### config.mk
export PLATFORM = sky130hd
export DESIGN_NAME = line_pixel_rasterizer
export DESIGN_NICKNAME = d
export VERILOG_FILES = /design/src/rtl/lpr_pkg.sv /design/src/rtl/lpr_front.sv /design/src/rtl/lpr_queue.sv /design/src/rtl/lpr_back.sv /design/src/rtl/lpr_emit.sv /design/src/rtl/line_pixel_rasterizer.sv
export SDC_FILE = /design/constraint.sdc
export NUM_CORES = 1
export LEC_CHECK = 0
export BUFFER_PORTS_ARGS = -buffer_cell sky130_fd_sc_hd__buf_2
export CAP_MARGIN = 20
export CORE_MARGIN = 2
export CORE_UTILIZATION = 45
export CTS_CLUSTER_SIZE = 30
export DETAILED_ROUTE_END_ITERATION = 10
export PLACE_DENSITY = 0.69
export SLEW_MARGIN = 30
export SYNTH_ARGS = -nofsm -noshare
export SYNTH_HDL_FRONTEND = slang
export SYNTH_SLANG_ARGS = --single-unit
### constraint.sdc
create_clock -name clk -period 7.78 [get_ports clk]
set_clock_uncertainty 0.1 [all_clocks]
set_input_delay 0.778 -clock clk [delete_from_list [all_inputs] [get_ports clk]]
set_output_delay 0.778 -clock clk [all_outputs]
set_load 0.03 [all_outputs]
### src/rtl/lpr_pkg.sv
// Shared types and constants of the line rasterizer
package lpr_pkg;

  localparam int CoordBits  = 12;
  localparam int ScreenW    = 320;
  localparam int ScreenH    = 200;
  localparam int AddrBits   = 20;
  localparam int ColorBits  = 8;
  localparam int CfgDataW   = 32;
  localparam int ApbAddrW   = 3;

  // input tdata layout, lowest bit first
  localparam int InSxLsb     = 0;
  localparam int InSyLsb     = CoordBits;
  localparam int InExLsb     = 2 * CoordBits;
  localparam int InEyLsb     = 3 * CoordBits;
  localparam int InColorLsb  = 4 * CoordBits;
  localparam int InFieldBits = 4 * CoordBits + ColorBits;
  localparam int InDataW     = ((InFieldBits + 7) / 8) * 8;

  localparam int OutFieldBits = 2 * CoordBits + AddrBits + ColorBits;
  localparam int OutDataW     = ((OutFieldBits + 7) / 8) * 8;

  // request queue, power of two
  localparam int QueueDepth = 4;
  localparam int QueueAw    = $clog2(QueueDepth);

  // register index, taken from paddr[2]
  localparam logic RegIdxFrameBase = 1'b0;

  typedef enum logic {
    CMD_START = 1'b0,
    CMD_STEP  = 1'b1
  } cmd_t;

  typedef logic signed [CoordBits-1:0] coord_t;
  typedef logic [CoordBits-1:0]        delta_t;
  typedef logic [CoordBits:0]          count_t;
  typedef logic signed [1:0]           dir_t;
  typedef logic [AddrBits-1:0]         addr_t;
  typedef logic [ColorBits-1:0]        color_t;

  // classified request, front to back
  typedef struct packed {
    cmd_t   kind;
    coord_t x0;
    coord_t y0;
    logic   x_major;
    dir_t   step_x;
    dir_t   step_y;
    delta_t major;
    delta_t minor;
    color_t color;
  } line_req_t;

  // pixel from the walker, address not yet summed
  typedef struct packed {
    coord_t x;
    coord_t y;
    addr_t  y_scaled;
    color_t color;
    logic   on_screen;
    logic   last;
  } pix_t;

  // finished result
  typedef struct packed {
    coord_t x;
    coord_t y;
    addr_t  address;
    color_t color;
    logic   on_screen;
    logic   last;
  } pix_out_t;

endpackage

### src/rtl/lpr_front.sv
// Front end: takes requests, works out deltas and classifies the line
module lpr_front (
  input  logic                clk,
  input  logic                rst,
  input  logic                in_valid,
  output logic                in_ready,
  input  lpr_pkg::cmd_t       in_cmd,
  input  lpr_pkg::coord_t     in_sx,
  input  lpr_pkg::coord_t     in_sy,
  input  lpr_pkg::coord_t     in_ex,
  input  lpr_pkg::coord_t     in_ey,
  input  lpr_pkg::color_t     in_color,
  output logic                push_valid,
  input  logic                push_ready,
  output lpr_pkg::line_req_t  push_data
);
  import lpr_pkg::*;

  logic                      a_valid;
  cmd_t                      a_cmd;
  coord_t                    a_sx, a_sy, a_ex, a_ey;
  color_t                    a_color;
  logic signed [CoordBits:0] a_dx, a_dy;

  logic                      accept;
  logic signed [CoordBits:0] neg_dx, neg_dy;
  delta_t                    ax, ay;
  logic                      x_major;

  assign in_ready = !a_valid || push_ready;
  assign accept   = in_valid && in_ready;

  always_ff @(posedge clk) begin
    if (rst) begin
      a_valid <= 1'b0;
    end else if (accept) begin
      a_valid <= 1'b1;
    end else if (push_ready) begin
      a_valid <= 1'b0;
    end
  end

  always_ff @(posedge clk) begin
    if (accept) begin
      a_cmd   <= in_cmd;
      a_sx    <= in_sx;
      a_sy    <= in_sy;
      a_ex    <= in_ex;
      a_ey    <= in_ey;
      a_color <= in_color;
      a_dx    <= (CoordBits+1)'(in_ex) - (CoordBits+1)'(in_sx);
      a_dy    <= (CoordBits+1)'(in_ey) - (CoordBits+1)'(in_sy);
    end
  end

  // |delta| always fits the coordinate width unsigned
  assign neg_dx  = -a_dx;
  assign neg_dy  = -a_dy;
  assign ax      = a_dx[CoordBits] ? neg_dx[CoordBits-1:0] : a_dx[CoordBits-1:0];
  assign ay      = a_dy[CoordBits] ? neg_dy[CoordBits-1:0] : a_dy[CoordBits-1:0];
  assign x_major = ax > ay;

  assign push_valid = a_valid;

  always_comb begin
    push_data         = '0;
    push_data.kind    = a_cmd;
    push_data.color   = a_color;
    push_data.x_major = x_major;
    push_data.major   = x_major ? ax : ay;
    push_data.minor   = x_major ? ay : ax;
    priority if (a_dx == '0) begin
      // vertical: walk up from the lower y
      push_data.x0     = a_sx;
      push_data.y0     = (a_sy < a_ey) ? a_sy : a_ey;
      push_data.step_x = 2'sd0;
      push_data.step_y = 2'sd1;
    end else if (a_dy == '0) begin
      // horizontal: walk right from the lower x
      push_data.x0     = (a_sx < a_ex) ? a_sx : a_ex;
      push_data.y0     = a_sy;
      push_data.step_x = 2'sd1;
      push_data.step_y = 2'sd0;
    end else begin
      push_data.x0     = a_sx;
      push_data.y0     = a_sy;
      push_data.step_x = a_dx[CoordBits] ? -2'sd1 : 2'sd1;
      push_data.step_y = a_dy[CoordBits] ? -2'sd1 : 2'sd1;
    end
  end

endmodule

### src/rtl/lpr_queue.sv
// Short request queue between front and back
module lpr_queue (
  input  logic                clk,
  input  logic                rst,
  input  logic                push_valid,
  output logic                push_ready,
  input  lpr_pkg::line_req_t  push_data,
  output logic                pop_valid,
  input  logic                pop_ready,
  output lpr_pkg::line_req_t  pop_data
);
  import lpr_pkg::*;

  line_req_t            slots [QueueDepth];
  logic [QueueAw-1:0]   wr_ptr, rd_ptr;
  logic [QueueAw:0]     count;
  logic                 do_push, do_pop;

  assign push_ready = count != (QueueAw+1)'(QueueDepth);
  assign pop_valid  = count != '0;
  assign pop_data   = slots[rd_ptr];
  assign do_push    = push_valid && push_ready;
  assign do_pop     = pop_valid && pop_ready;

  always_ff @(posedge clk) begin
    if (rst) begin
      wr_ptr <= '0;
      rd_ptr <= '0;
      count  <= '0;
    end else begin
      if (do_push) begin
        wr_ptr <= wr_ptr + 1'b1;
      end
      if (do_pop) begin
        rd_ptr <= rd_ptr + 1'b1;
      end
      unique case ({do_push, do_pop})
        2'b10:   count <= count + 1'b1;
        2'b01:   count <= count - 1'b1;
        default: count <= count;
      endcase
    end
  end

  always_ff @(posedge clk) begin
    if (do_push) begin
      slots[wr_ptr] <= push_data;
    end
  end

endmodule

### src/rtl/lpr_back.sv
// Back end: holds the line state and walks one pixel per step request
module lpr_back (
  input  logic                clk,
  input  logic                rst,
  input  logic                req_valid,
  output logic                req_ready,
  input  lpr_pkg::line_req_t  req,
  output logic                pix_valid,
  input  logic                pix_ready,
  output lpr_pkg::pix_t       pix
);
  import lpr_pkg::*;

  localparam addr_t ScreenWAddr = AddrBits'(ScreenW);

  logic   busy;
  coord_t cur_x, cur_y;
  count_t error_acc;
  count_t pixels_left;
  logic   x_major;
  dir_t   step_x, step_y;
  delta_t major_delta, minor_delta;
  color_t line_color;

  logic   fire, do_start, do_emit;
  logic   last;
  count_t err_sum, err_next;
  logic   minor_hit;
  coord_t x_next, y_next;
  addr_t  y_ext;
  logic   vis;

  assign req_ready = !pix_valid || pix_ready;
  assign fire      = req_valid && req_ready;
  assign do_start  = fire && (req.kind == CMD_START);
  // step while idle is swallowed
  assign do_emit   = fire && (req.kind == CMD_STEP) && busy;

  assign last      = pixels_left <= count_t'(1);
  assign err_sum   = error_acc + count_t'(minor_delta);
  assign minor_hit = err_sum >= count_t'(major_delta);
  assign err_next  = minor_hit ? err_sum - count_t'(major_delta) : err_sum;

  always_comb begin
    if (x_major) begin
      x_next = cur_x + coord_t'(step_x);
      y_next = minor_hit ? cur_y + coord_t'(step_y) : cur_y;
    end else begin
      x_next = minor_hit ? cur_x + coord_t'(step_x) : cur_x;
      y_next = cur_y + coord_t'(step_y);
    end
  end

  assign y_ext = AddrBits'(cur_y);
  assign vis   = (cur_x >= 0) && (int'(cur_x) < ScreenW) &&
                 (cur_y >= 0) && (int'(cur_y) < ScreenH);

  always_ff @(posedge clk) begin
    if (rst) begin
      busy      <= 1'b0;
      pix_valid <= 1'b0;
    end else begin
      if (do_start) begin
        busy <= 1'b1;
      end else if (do_emit && last) begin
        busy <= 1'b0;
      end
      if (do_emit) begin
        pix_valid <= 1'b1;
      end else if (pix_ready) begin
        pix_valid <= 1'b0;
      end
    end
  end

  always_ff @(posedge clk) begin
    if (do_start) begin
      cur_x       <= req.x0;
      cur_y       <= req.y0;
      x_major     <= req.x_major;
      step_x      <= req.step_x;
      step_y      <= req.step_y;
      major_delta <= req.major;
      minor_delta <= req.minor;
      line_color  <= req.color;
      error_acc   <= count_t'(req.major >> 1);
      pixels_left <= count_t'(req.major) + 1'b1;
    end else if (do_emit) begin
      cur_x       <= x_next;
      cur_y       <= y_next;
      error_acc   <= err_next;
      pixels_left <= last ? '0 : pixels_left - 1'b1;
    end
  end

  always_ff @(posedge clk) begin
    if (do_emit) begin
      pix.x         <= cur_x;
      pix.y         <= cur_y;
      pix.y_scaled  <= y_ext * ScreenWAddr;
      pix.color     <= line_color;
      pix.on_screen <= vis;
      pix.last      <= last;
    end
  end

endmodule

### src/rtl/lpr_emit.sv
// Output stage: frame address sum and the result register
module lpr_emit (
  input  logic               clk,
  input  logic               rst,
  input  lpr_pkg::addr_t     frame_base,
  input  logic               pix_valid,
  output logic               pix_ready,
  input  lpr_pkg::pix_t      pix,
  output logic               out_valid,
  input  logic               out_ready,
  output lpr_pkg::pix_out_t  out_pix
);
  import lpr_pkg::*;

  logic load;

  assign pix_ready = !out_valid || out_ready;
  assign load      = pix_valid && pix_ready;

  always_ff @(posedge clk) begin
    if (rst) begin
      out_valid <= 1'b0;
    end else if (load) begin
      out_valid <= 1'b1;
    end else if (out_ready) begin
      out_valid <= 1'b0;
    end
  end

  // negative x wraps through sign extension, sum is modulo 2^AddrBits
  always_ff @(posedge clk) begin
    if (load) begin
      out_pix.x         <= pix.x;
      out_pix.y         <= pix.y;
      out_pix.address   <= frame_base + pix.y_scaled + AddrBits'(pix.x);
      out_pix.color     <= pix.color;
      out_pix.on_screen <= pix.on_screen;
      out_pix.last      <= pix.last;
    end
  end

endmodule

### src/rtl/line_pixel_rasterizer.sv
// Top level of the line rasterizer: stream ports, register port, unit hookup
//
//  channel   | dir | handshake                  | payload
//  ----------+-----+----------------------------+-------------------------------------
//  s_axis    | in  | tvalid/tready              | tuser: cmd; tdata: line endpoints, color
//  m_axis    | out | tvalid/tready              | tdata: pixel x, y, address, color;
//            |     |                            | tuser: on_screen; tlast: last pixel
//  apb       | in  | psel/penable, pready=1     | frame_base at byte address 0
//
//  Throughput: one request per clock sustained, one pixel per clock per step request.
//  Path: a step request passes the front register, a queue slot, the walker register
//  and the address/output register, in that order, before its pixel shows.
//  Reset: synchronous; clears valids, queue pointers, busy and frame_base.
//  Stalls: m_axis_tready low holds the output register; requests keep flowing
//  into the queue until it and the front register are full, then s_axis_tready drops.
module line_pixel_rasterizer (
  input  logic                              clk,
  input  logic                              rst,
  // request stream
  input  logic                              s_axis_tvalid,
  output logic                              s_axis_tready,
  input  logic [lpr_pkg::InDataW-1:0]       s_axis_tdata,  // start_x, start_y, end_x, end_y, pen_color
  input  logic [0:0]                        s_axis_tuser,  // cmd
  // pixel stream
  output logic                              m_axis_tvalid,
  input  logic                              m_axis_tready,
  output logic [lpr_pkg::OutDataW-1:0]      m_axis_tdata,  // pixel_x, pixel_y, pixel_address, pixel_color, zero pad
  output logic [0:0]                        m_axis_tuser,  // on_screen
  output logic                              m_axis_tlast,
  // register port
  input  logic                              psel,
  input  logic                              penable,
  input  logic                              pwrite,
  input  logic [lpr_pkg::ApbAddrW-1:0]      paddr,
  input  logic [lpr_pkg::CfgDataW-1:0]      pwdata,
  output logic [lpr_pkg::CfgDataW-1:0]      prdata,
  output logic                              pready
);
  import lpr_pkg::*;

  addr_t     frame_base;
  logic      reg_sel;

  logic      push_valid, push_ready;
  line_req_t push_data;
  logic      pop_valid, pop_ready;
  line_req_t pop_data;
  logic      pix_valid, pix_ready;
  pix_t      pix;
  pix_out_t  out_pix;

  // ---------------- register port ----------------
  assign pready  = 1'b1;
  assign reg_sel = paddr[2] == RegIdxFrameBase;
  assign prdata  = reg_sel ? CfgDataW'(frame_base) : '0;

  always_ff @(posedge clk) begin
    if (rst) begin
      frame_base <= '0;
    end else if (psel && penable && pwrite && pready && reg_sel) begin
      frame_base <= pwdata[AddrBits-1:0];
    end
  end

  // ---------------- front: capture and classify ----------------
  lpr_front u_front (
    .clk        (clk),
    .rst        (rst),
    .in_valid   (s_axis_tvalid),
    .in_ready   (s_axis_tready),
    .in_cmd     (cmd_t'(s_axis_tuser[0])),
    .in_sx      (coord_t'(s_axis_tdata[InSxLsb +: CoordBits])),
    .in_sy      (coord_t'(s_axis_tdata[InSyLsb +: CoordBits])),
    .in_ex      (coord_t'(s_axis_tdata[InExLsb +: CoordBits])),
    .in_ey      (coord_t'(s_axis_tdata[InEyLsb +: CoordBits])),
    .in_color   (s_axis_tdata[InColorLsb +: ColorBits]),
    .push_valid (push_valid),
    .push_ready (push_ready),
    .push_data  (push_data)
  );

  // ---------------- decoupling queue ----------------
  lpr_queue u_queue (
    .clk        (clk),
    .rst        (rst),
    .push_valid (push_valid),
    .push_ready (push_ready),
    .push_data  (push_data),
    .pop_valid  (pop_valid),
    .pop_ready  (pop_ready),
    .pop_data   (pop_data)
  );

  // ---------------- back: Bresenham walker ----------------
  lpr_back u_back (
    .clk       (clk),
    .rst       (rst),
    .req_valid (pop_valid),
    .req_ready (pop_ready),
    .req       (pop_data),
    .pix_valid (pix_valid),
    .pix_ready (pix_ready),
    .pix       (pix)
  );

  // ---------------- address sum and output register ----------------
  lpr_emit u_emit (
    .clk        (clk),
    .rst        (rst),
    .frame_base (frame_base),
    .pix_valid  (pix_valid),
    .pix_ready  (pix_ready),
    .pix        (pix),
    .out_valid  (m_axis_tvalid),
    .out_ready  (m_axis_tready),
    .out_pix    (out_pix)
  );

  assign m_axis_tdata = OutDataW'({out_pix.color, out_pix.address, out_pix.y, out_pix.x});
  assign m_axis_tuser = out_pix.on_screen;
  assign m_axis_tlast = out_pix.last;

endmodule

**After elaboration in Yosys (flattened, before gate mapping)**

Memory sizes are Yosys's and may differ from the RTL's. A register that Yosys moved wholly into a read port is not among the register bits.
Index checks and enable logic that the tools add are counted.

- Register bits: 303
- Memory bits (writable): 248
- Input bits: 99
- Output and inout bits: 93
- Logic and storage cells: 144
- Memories: 1

Memory list:

| memory | depth | bits a word | rd ports | clocked after Yosys merged registers in | wr ports | RTL line | source |
|---|---|---|---|---|---|---|---|
| u_queue.slots | 4 | 62 | 1 | 1 | 1 | lpr_queue.sv:14 | `line_req_t slots [QueueDepth];` |

- Add/subtract/negate cells: 16
- Multiply operators: 1
- Order comparisons: 9
- Equal/unequal tests: 4
- Mux-type cells: 40
- Bitwise operators: 2
- Reduce and logical (&&, ||, !) cells: 32

Operators by type and width:

| operator | count |
|---|---|
| two-way mux 12 bit | 14 |
| two-way mux 13 bit | 4 |
| two-way mux 24 bit | 2 |
| adder 20 bit | 2 |
| zero test 13 bit | 2 |
| subtractor 12 x 12 -> 13 bit | 2 |
| adder 12 x 2 -> 12 bit | 2 |
| greater-or-equal comparator 12 x 1 -> 1 bit (second input constant) | 2 |
| < comparator 12 bit | 2 |
| negator 12 bit | 2 |
| two-way mux 11 bit | 2 |
| multiplier 20 x 3 -> 14 bit (second input constant) | 1 |
| two-way mux 20 bit | 1 |
| logical AND 1 bit | 14 |
| adder 12 x 1 -> 13 bit (second input constant) | 1 |
| adder 13 x 12 -> 13 bit | 1 |
| greater-or-equal comparator 13 x 12 -> 1 bit | 1 |
| less-or-equal comparator 13 x 1 -> 1 bit (second input constant) | 1 |
| subtractor 13 x 1 -> 13 bit (second input constant) | 1 |
| subtractor 13 x 12 -> 13 bit | 1 |
| greater-than comparator 12 bit | 1 |
| < comparator 12 x 10 -> 1 bit (second input constant) | 1 |
| < comparator 12 x 9 -> 1 bit (second input constant) | 1 |
| nonzero test 2 bit | 6 |
| other kinds (15) | 37 |

**Longest topological paths before layout**

Gate-level depths: netlist of run 1.

- Depth in word-level cells: 9
- Depth in mapped cells: 17
- Gate-level depth less buffers: 16

**Modules after synthesis**

A second synthesis of run 1 with hierarchy kept.

- Cell total of the unflattened synthesis: 1,949
- Area total of the unflattened synthesis: 27,417.5 µm²

Modules (own cells, without submodules):

| module | instances | cells each | area an instance (µm²) | sequential area each (µm²) |
|---|---|---|---|---|
| lpr_queue | 1 | 376 | 9,492.9 | 7,627.3 |
| lpr_back | 1 | 679 | 7,807.5 | 4,013.8 |
| lpr_front | 1 | 542 | 5,871.9 | 2,512.4 |
| lpr_emit | 1 | 223 | 3,050.4 | 1,641.6 |
| line_pixel_rasterizer | 1 | 129 | 1,194.9 | 400.4 |

**Least setup slack after synthesis of run 1**

Ideal clock, no wire load.

- Kind: input -> register
- Start point: input s_axis_tvalid
- End point: register u_front.a_cmd, enable pin
- Setup time: 574 ps
- Arrival: 4,984 ps
- Required time: 7,106 ps
- Path slack: 2,122 ps
- Stages on the path: 2
- Path buffers: 0
- Cells stage by stage: inv_1 -> a31oi_1

- Cells in the longest elaborated chain, start to end: 1

Ends and longest elaborated chain:

| item | RTL line | source |
|---|---|---|
| start: declaration | line_pixel_rasterizer.sv:20 | `input logic s_axis_tvalid,` |
| logical AND 1 bit | lpr_front.sv:31 | `assign accept = in_valid && in_ready;` |
| via u_front.accept | lpr_front.sv:25 | `logic accept;` |
| end signal: assignment | lpr_front.sv:45 | `a_cmd <= in_cmd;` |
| end: declaration | lpr_front.sv:20 | `cmd_t a_cmd;` |

The timed path passes the listed nets, and every way through them passes these cells.
A chain may end at the register's enable or synchronous reset.

**Final worst setup path of run 1**

- Start point: register u_back.error_acc[1]
- End point: register u_back.cur_y[11], enable pin

- Cells in the longest elaborated chain, start to end: 4

Ends and longest elaborated chain:

| item | RTL line | source |
|---|---|---|
| start: declaration | lpr_back.sv:18 | `count_t error_acc;` |
| start signal: assignment | lpr_back.sv:86 | `error_acc <= count_t'(req.major >> 1);` |
| start signal: assignment | lpr_back.sv:91 | `error_acc <= err_next;` |
| adder 13 x 12 -> 13 bit | lpr_back.sv:40 | `assign err_sum = error_acc + count_t'(minor_delta);` |
| greater-or-equal comparator 13 x 12 -> 1 bit | lpr_back.sv:41 | `assign minor_hit = err_sum >= count_t'(major_delta);` |
| inequality test 3 bit (no line) | - |  |
| AND reduction 2 bit (no line) | - |  |
| end signal: assignment | lpr_back.sv:79 | `cur_y <= req.y0;` |
| end signal: assignment | lpr_back.sv:90 | `cur_y <= y_next;` |
| end: declaration | lpr_back.sv:17 | `coord_t cur_x, cur_y;` |

Every way passes these cells.

==> results.yml, run 1 <==
run_status:
  status: "finished, final reports clean"
routing:
  drt_iter0_drc: 961
  vias: 15500
  wl_per_cell_um: 18.3
  drc: 0
  ant_nets: 0
  wl_um: 52900
  vias_per_cell: 5.36
  firstDrtPassIters: 4
sta:
  layout_setup_ws_ns: 2.74
  setup_tns_ns: 0
  slew-limit-headroom_pct: 39.3
  hold_ws_ns: 0.236
  slew_viol_final: 0
  worst_slew_pin_slew_ns: 0.907
  fin_crit_ns: 5.04
  fin_crit_sh_pct: 64.7
  rsz0062_at_grt: "false"
  hold_violations: 0
  fmax_mhz: 199
  setup_viol: 0
global_routing:
  grt.overflow.total: 0
  antenna_found_initial: 0
  grt_pass1_wl_um: 82800
  grt_util_all_layers_pct: 17.3
  grt_max_degree: 80
  first_global_vias: 15600
floorplan:
  chipWidth_um: 247
  die-height_um: 247
  io_pins: 192
  fp.coreArea_um2: 58800
  initial_core_util_pct: 45.3
  std_cell_rows: 89
  dieArea_um2: 61200
logic_synthesis:
  synth_area_um2: 26700
  syn_inst: 1891
  yosys-top-cells-count: "516 x edfxtp_1, 160 x ha_1, 128 x inv_1"
  synth_flop_cell: "edfxtp_1"
  synth_most_common_cell: "edfxtp_1"
  synth_area_leaders: "edfxtp_1 58%, ha_1 7.5%, mux4_2 5.2%"
  yosysTopAreaCellShare_pct: 58.1
  synth_area_per_cell_um2: 14.1
  yosysTopAreaCell: "edfxtp_1"
  ys_seq_elements: 551
  synth_edf_count: 516
  ys_seq_area_share_pct: 60.7
  synth_async_sr_flop_share_pct: 0
  synth_cell_types: 79
  yosysWarnings: 0
critical_path:
  worstSetupStartpointType: "flop"
  crit_fanout: 12
  required_ns: 7.92
  path_class: "flop to flop"
  cp-end-kind: "flop"
  cp.arrival_ns: 5.17
placement:
  dpl_worst_slack_ns: 2.76
  place_hpwl_um: 36500
  place_inst: 2789
  dpl_cell_area_um2: 28300
  io_buffers: 160
  place_congestion: 0.867
final_layout:
  fillCellCount: 4879
  n_antenna_cell: 0
  drive_above_1_share_pct: 17.7
  syn_to_final_growth_pct: 13.5
  final_area_um2: 30300
  fin_nets: 2358
  stdcell_count: 2897
  final_util_pct: 51.5
clock_network:
  tritoncts: "done"
  cts_buffer_depth: 3
  post_cts_resized: 0
  clk_pin_slew_ns: 0.06
  cts_setup_buffers: 0
  cts_buffers: 59
  root_buffer: "clkbuf_16"
  clkLatencyLatePin_ns: 0.61
  ctsHoldBuffers: 0
  cts_num_sinks: 551
  htreeDepth: 2
power:
  vdd_drop_max_uv: 287
  p_per_area_nw_per_um2: 408
  finalPower_mw: 12.4
  p_leak_nw: 11.3
job:
  maxCapViolCount: 0
min_path:
  hold_class: "primary input to flop"
[layout make-up]
class	instances	area [um2]	share of cell area, %
Clock buffer	72	1550	5.11
Clock inverter	36	418	1.38
Inverter	128	483	1.60
Multi-Input combinational cell	1166	9760	32.2
Sequential cell	551	16200	53.5
Tap cell	773	967	3.19
Timing Repair Buffer	171	902	2.98
[cells in the final DEF, fill, tap and decap left out, types with 16 or more instances in the layout]
master / netlist / routed
a21oi_1: 91 / 90
nor3_1: 22 / 22
buf_2: 14 / 160
or3_1: 19 / 19
dfxtp_1: 35 / 33
ha_1: 160 / 160
nor2_1: 86 / 86
edfxtp_1: 516 / 516
inv_1: 128 / 125
clkbuf_16: 0 / 60
fa_1: 22 / 22
nand2_1: 124 / 124
o21ai_0: 65 / 65
xor2_1: 52 / 52
a21o_1: 27 / 27
mux2i_1: 28 / 28
conb_1: 2 / 17
o21a_1: 33 / 33
nand3_1: 16 / 16
xnor2_1: 63 / 63
a211oi_1: 19 / 19
mux4_2: 62 / 62
nor2b_1: 43 / 41
[kinds of logic (layout without fill, tap and decap cells)]
group | count (synthesis) | after routing | share of synthesized area [%]
compound gates | 330 | 330 | 7.99
xor+xnor | 115 | 115 | 3.78
fa+ha+maj | 182 | 182 | 9.16
buf+inv | 189 | 407 | 3.02
flops | 551 | 551 | 60.7
mux | 115 | 115 | 7.49
other cells | 2 | 17 | 0.0282
simple gates | 407 | 407 | 7.79
[critical path, cell delays in order (launching register included)]
cell and delay [ns]:
edfxtp_1 0.44, ha_1 0.32, a211oi_1 0.34, o21a_1 0.21, o31a_1 0.25, nor4b_1 0.07
or3b_2 0.46, ha_1 0.36, nand4_1 0.10, nor2_1 0.14, a41oi_1 0.15, and2_1 0.20
mux2i_2 0.49, nor2_2 0.22, a31oi_2 0.79
[sequential cells by signal, summed over array words and instances, names as in the netlist, 13 cells and up, named ones only]
name	cells
u_back.pixels_left	13
u_back.pix	46
frame_base	20
u_emit.out_pix	54
u_front.a_dx	13
u_back.error_acc	13
u_front.a_dy	13
u_queue.slots	248
[where the power goes]
part | switching, mW | leakage [nW] | internal [mW] | total (mW)
clock network | 1.13 | 0.948 | 1.68 | 2.81
logic | 2.94 | 5.29 | 2.13 | 5.08
registers | 0.329 | 5.04 | 4.14 | 4.47
[routing by layer]
| metal | GRT usage [%] | wire length [um] | share of wire, % |
|---|---|---|---|
| met4 | 5.57 | 1280 | 2.4 |
| met2 | 29.1 | 25400 | 48 |
| met1 | 22.9 | 23300 | 44 |
| met5 | 0 | 0 | 0 |
| met3 | 2.97 | 2940 | 5.6 |
[path summary, 6_finish.rpt]
check                                          from                  to  slack (ns)  cells past startpoint
worst max register to register  u_back.error_acc[1]    u_back.cur_y[11]        2.74                     14
worst max-delay path            u_back.error_acc[1]    u_back.cur_y[11]        2.74                     14
worst min-delay path               s_axis_tdata[53]  u_front.a_color[5]        0.24                      1
worst min register to register        u_back.pix[6]   u_emit.out_pix[6]        0.32                      0
(Power assumes the default switching activity.)
==> run 2, diff against run 1 <==
==> constraint.sdc (replaced) <==
create_clock -name clk -period 5.15 [get_ports clk]
set_clock_uncertainty 0.1 [all_clocks]
set_input_delay 0.515 -clock clk [delete_from_list [all_inputs] [get_ports clk]]
set_output_delay 0.515 -clock clk [all_outputs]
set_load 0.03 [all_outputs]
==> run 2 against run 1 <==
Net effect:
- maximum frequency up 9.9%
- sequential share of layout area down 0.43 points
- setup slack worse by 2.2 ns
- utilization up 0.42 points
- routed wire length up 1.5%
- largest power group unchanged
==> results.yml, run 2 (synthesis gave the netlist of run 1 again) <==
routing:
  vias: 15700
  drt_iter0_drc: 1123
  firstDrtPassIters: 7
  vias_per_cell: 5.36
  wl_per_cell_um: 18.3
  ant_nets: 0
  drc: 0
  wl_um: 53600
sta:
  fmax_mhz: 218
  setup_viol: 0
  hold_violations: 0
  hold_ws_ns: 0.0325
  rsz0062_at_grt: "false"
  slew_viol_final: 0
  slew-limit-headroom_pct: 40.5
  fin_crit_ns: 4.59
  setup_tns_ns: 0
  worst_slew_pin_slew_ns: 0.888
  fin_crit_sh_pct: 89.0
  layout_setup_ws_ns: 0.564
clock_network:
  cts_buffer_depth: 3
  ctsHoldBuffers: 35
  clkLatencyLatePin_ns: 0.60
  clk_pin_slew_ns: 0.06
  post_cts_resized: 0
  cts_setup_buffers: 0
  tritoncts: "done"
  htreeDepth: 2
  cts_buffers: 57
  cts_num_sinks: 551
  root_buffer: "clkbuf_16"
power:
  clock_power_share_pct: 21.3
  internal_power_mw: 11.8
  p_seq_share_pct: 36.6
  p_leak_nw: 11.4
  p_sw_mw: 6.60
  vdd_drop_max_uv: 411
  comb_power_share_pct: 42.1
  p_per_area_nw_per_um2: 603
  swShare_pct: 35.9
floorplan:
  chipWidth_um: 247
  fp.coreArea_um2: 58800
  std_cell_rows: 89
  die-height_um: 247
  initial_core_util_pct: 45.3
  io_pins: 192
  dieArea_um2: 61200
final_layout:
  largest_reg_flops: 248
  reg_top3: "u_queue.slots: 248 flops, u_emit.out_pix: 54 flops, u_back.pix: 46 flops"
  n_antenna_cell: 0
  syn_to_final_growth_pct: 14.5
  final_util_pct: 51.9
  final_common_cell: "edfxtp_1"
  fin_nets: 2399
  drive_above_1_share_pct: 17.5
  final_area_um2: 30500
  final_cell_mix: "516 x edfxtp_1, 160 x ha_1, 160 x buf_2, 125 x inv_1, 124 x nand2_1"
  top_register: "u_queue.slots"
critical_path:
  worst_r2r_path_depth: 17
  cp-end-kind: "flop"
  slowest_delay_ns: 0.40
  cp_slowest_cell: "fa_1"
  crit_fanout: 12
  worstSetupStartpointType: "flop"
  cp.arrival_ns: 4.84
  path_class: "flop to flop"
  cp-startpoint: "u_back.minor_delta[0]"
  r2r_start: "u_back.minor_delta[0]"
  crit_chain: "ha_1 > inv_1 > fa_1 > nor2b_1 > o21ai_1 > a21oi_1 > nor2_1 > xnor2_1 > ha_1 > a211o_1 > or4_1 > o21ai_1 > o31ai_1 > nand2_1 > nand2_1 > o31a_1 > buf_4"
  required_ns: 5.40
global_routing:
  antenna_found_initial: 0
  first_global_vias: 15800
  grt_max_degree: 59
  grt_pass1_wl_um: 84300
  grt_util_all_layers_pct: 17.5
  grt.overflow.total: 0
run_status:
  status: "finished, final reports clean"
placement:
  place_congestion: 0.855
  dpl_cell_area_um2: 28300
  io_buffers: 160
  dpl_worst_slack_ns: 0.638
  place_hpwl_um: 37300
min_path:
  min_delay_path_depth: 1
  hold_class: "primary input to flop"
  min_from: "s_axis_tdata[41]"
job:
  maxCapViolCount: 0
run 2: cell types whose count changed in the layout (fill, tap and decap cells not counted), moves of 2 or more:
cell           previous run  this run
clkinv_4                  4         2
clkbuf_16                60        58
clkinv_2                  8        11
dlygate4sd3_1             0        36
bufinv_16                 8         4
buf_6                     5         1
buf_4                     6        15
run 2: metal layers:
| metal | share of wire [%] | GRT usage, % | vias to the layer above |
|---|---|---|---|
| met3 | 5.1 | 2.80 | 78 |
| li1 | - | - | 7566 |
| met1 | 45 | 24.1 | 7731 |
| met4 | 2.2 | 4.54 | 0 |
| met5 | 0 | 0 | - |
| met2 | 48 | 29.1 | 374 |
run 2: area by class of cell:
type,instances,area [um2]
inverter,128,483
tap,773,967
sequential,551,16200
multi-input combinational,1166,9750
timing repair buffer,214,1330
fill,4843,28300
clock inverter,34,289
clock buffer,70,1500
run 2: power by group through the flow:
stage / logic [mW] / clock network, mW / registers (mW)
CTS: 7.73 / 4.01 / 6.74
finish: 7.75 / 3.92 / 6.74
floorplan: 5.95 / 0 / 6.65
global placement: 7.47 / 0 / 6.80
detailed placement: 7.64 / 0 / 6.83
global route: 8.65 / 4.19 / 6.82
run 2: worst max-delay path, delay by kind of cell (launching register included):
family,cells,cell delay [ns]
compound gates,6,1.25
xor+xnor,1,0.20
fa+ha+maj,3,0.93
buf+inv,2,0.27
flops,1,0.34
simple gates,5,1.24
run 2: stage by stage:
step | instances | power, mW
2_1_floorplan | 1906 | 12.6
3_3_place_gp | 2794 | 14.3
3_5_place_dp | 2794 | 14.5
4_1_cts | 2933 | 18.5
5_1_grt | 2936 | 19.7
6_report | 2936 | 18.4
run 2: worst paths after layout:
path,to,slack [ns]
setup / recovery,u_back.cur_x[11],0.56
hold reg to reg,u_back.pix[5],0.31
setup reg to reg,u_back.cur_x[11],0.56
hold / removal,u_front.a_ey[5],0.03
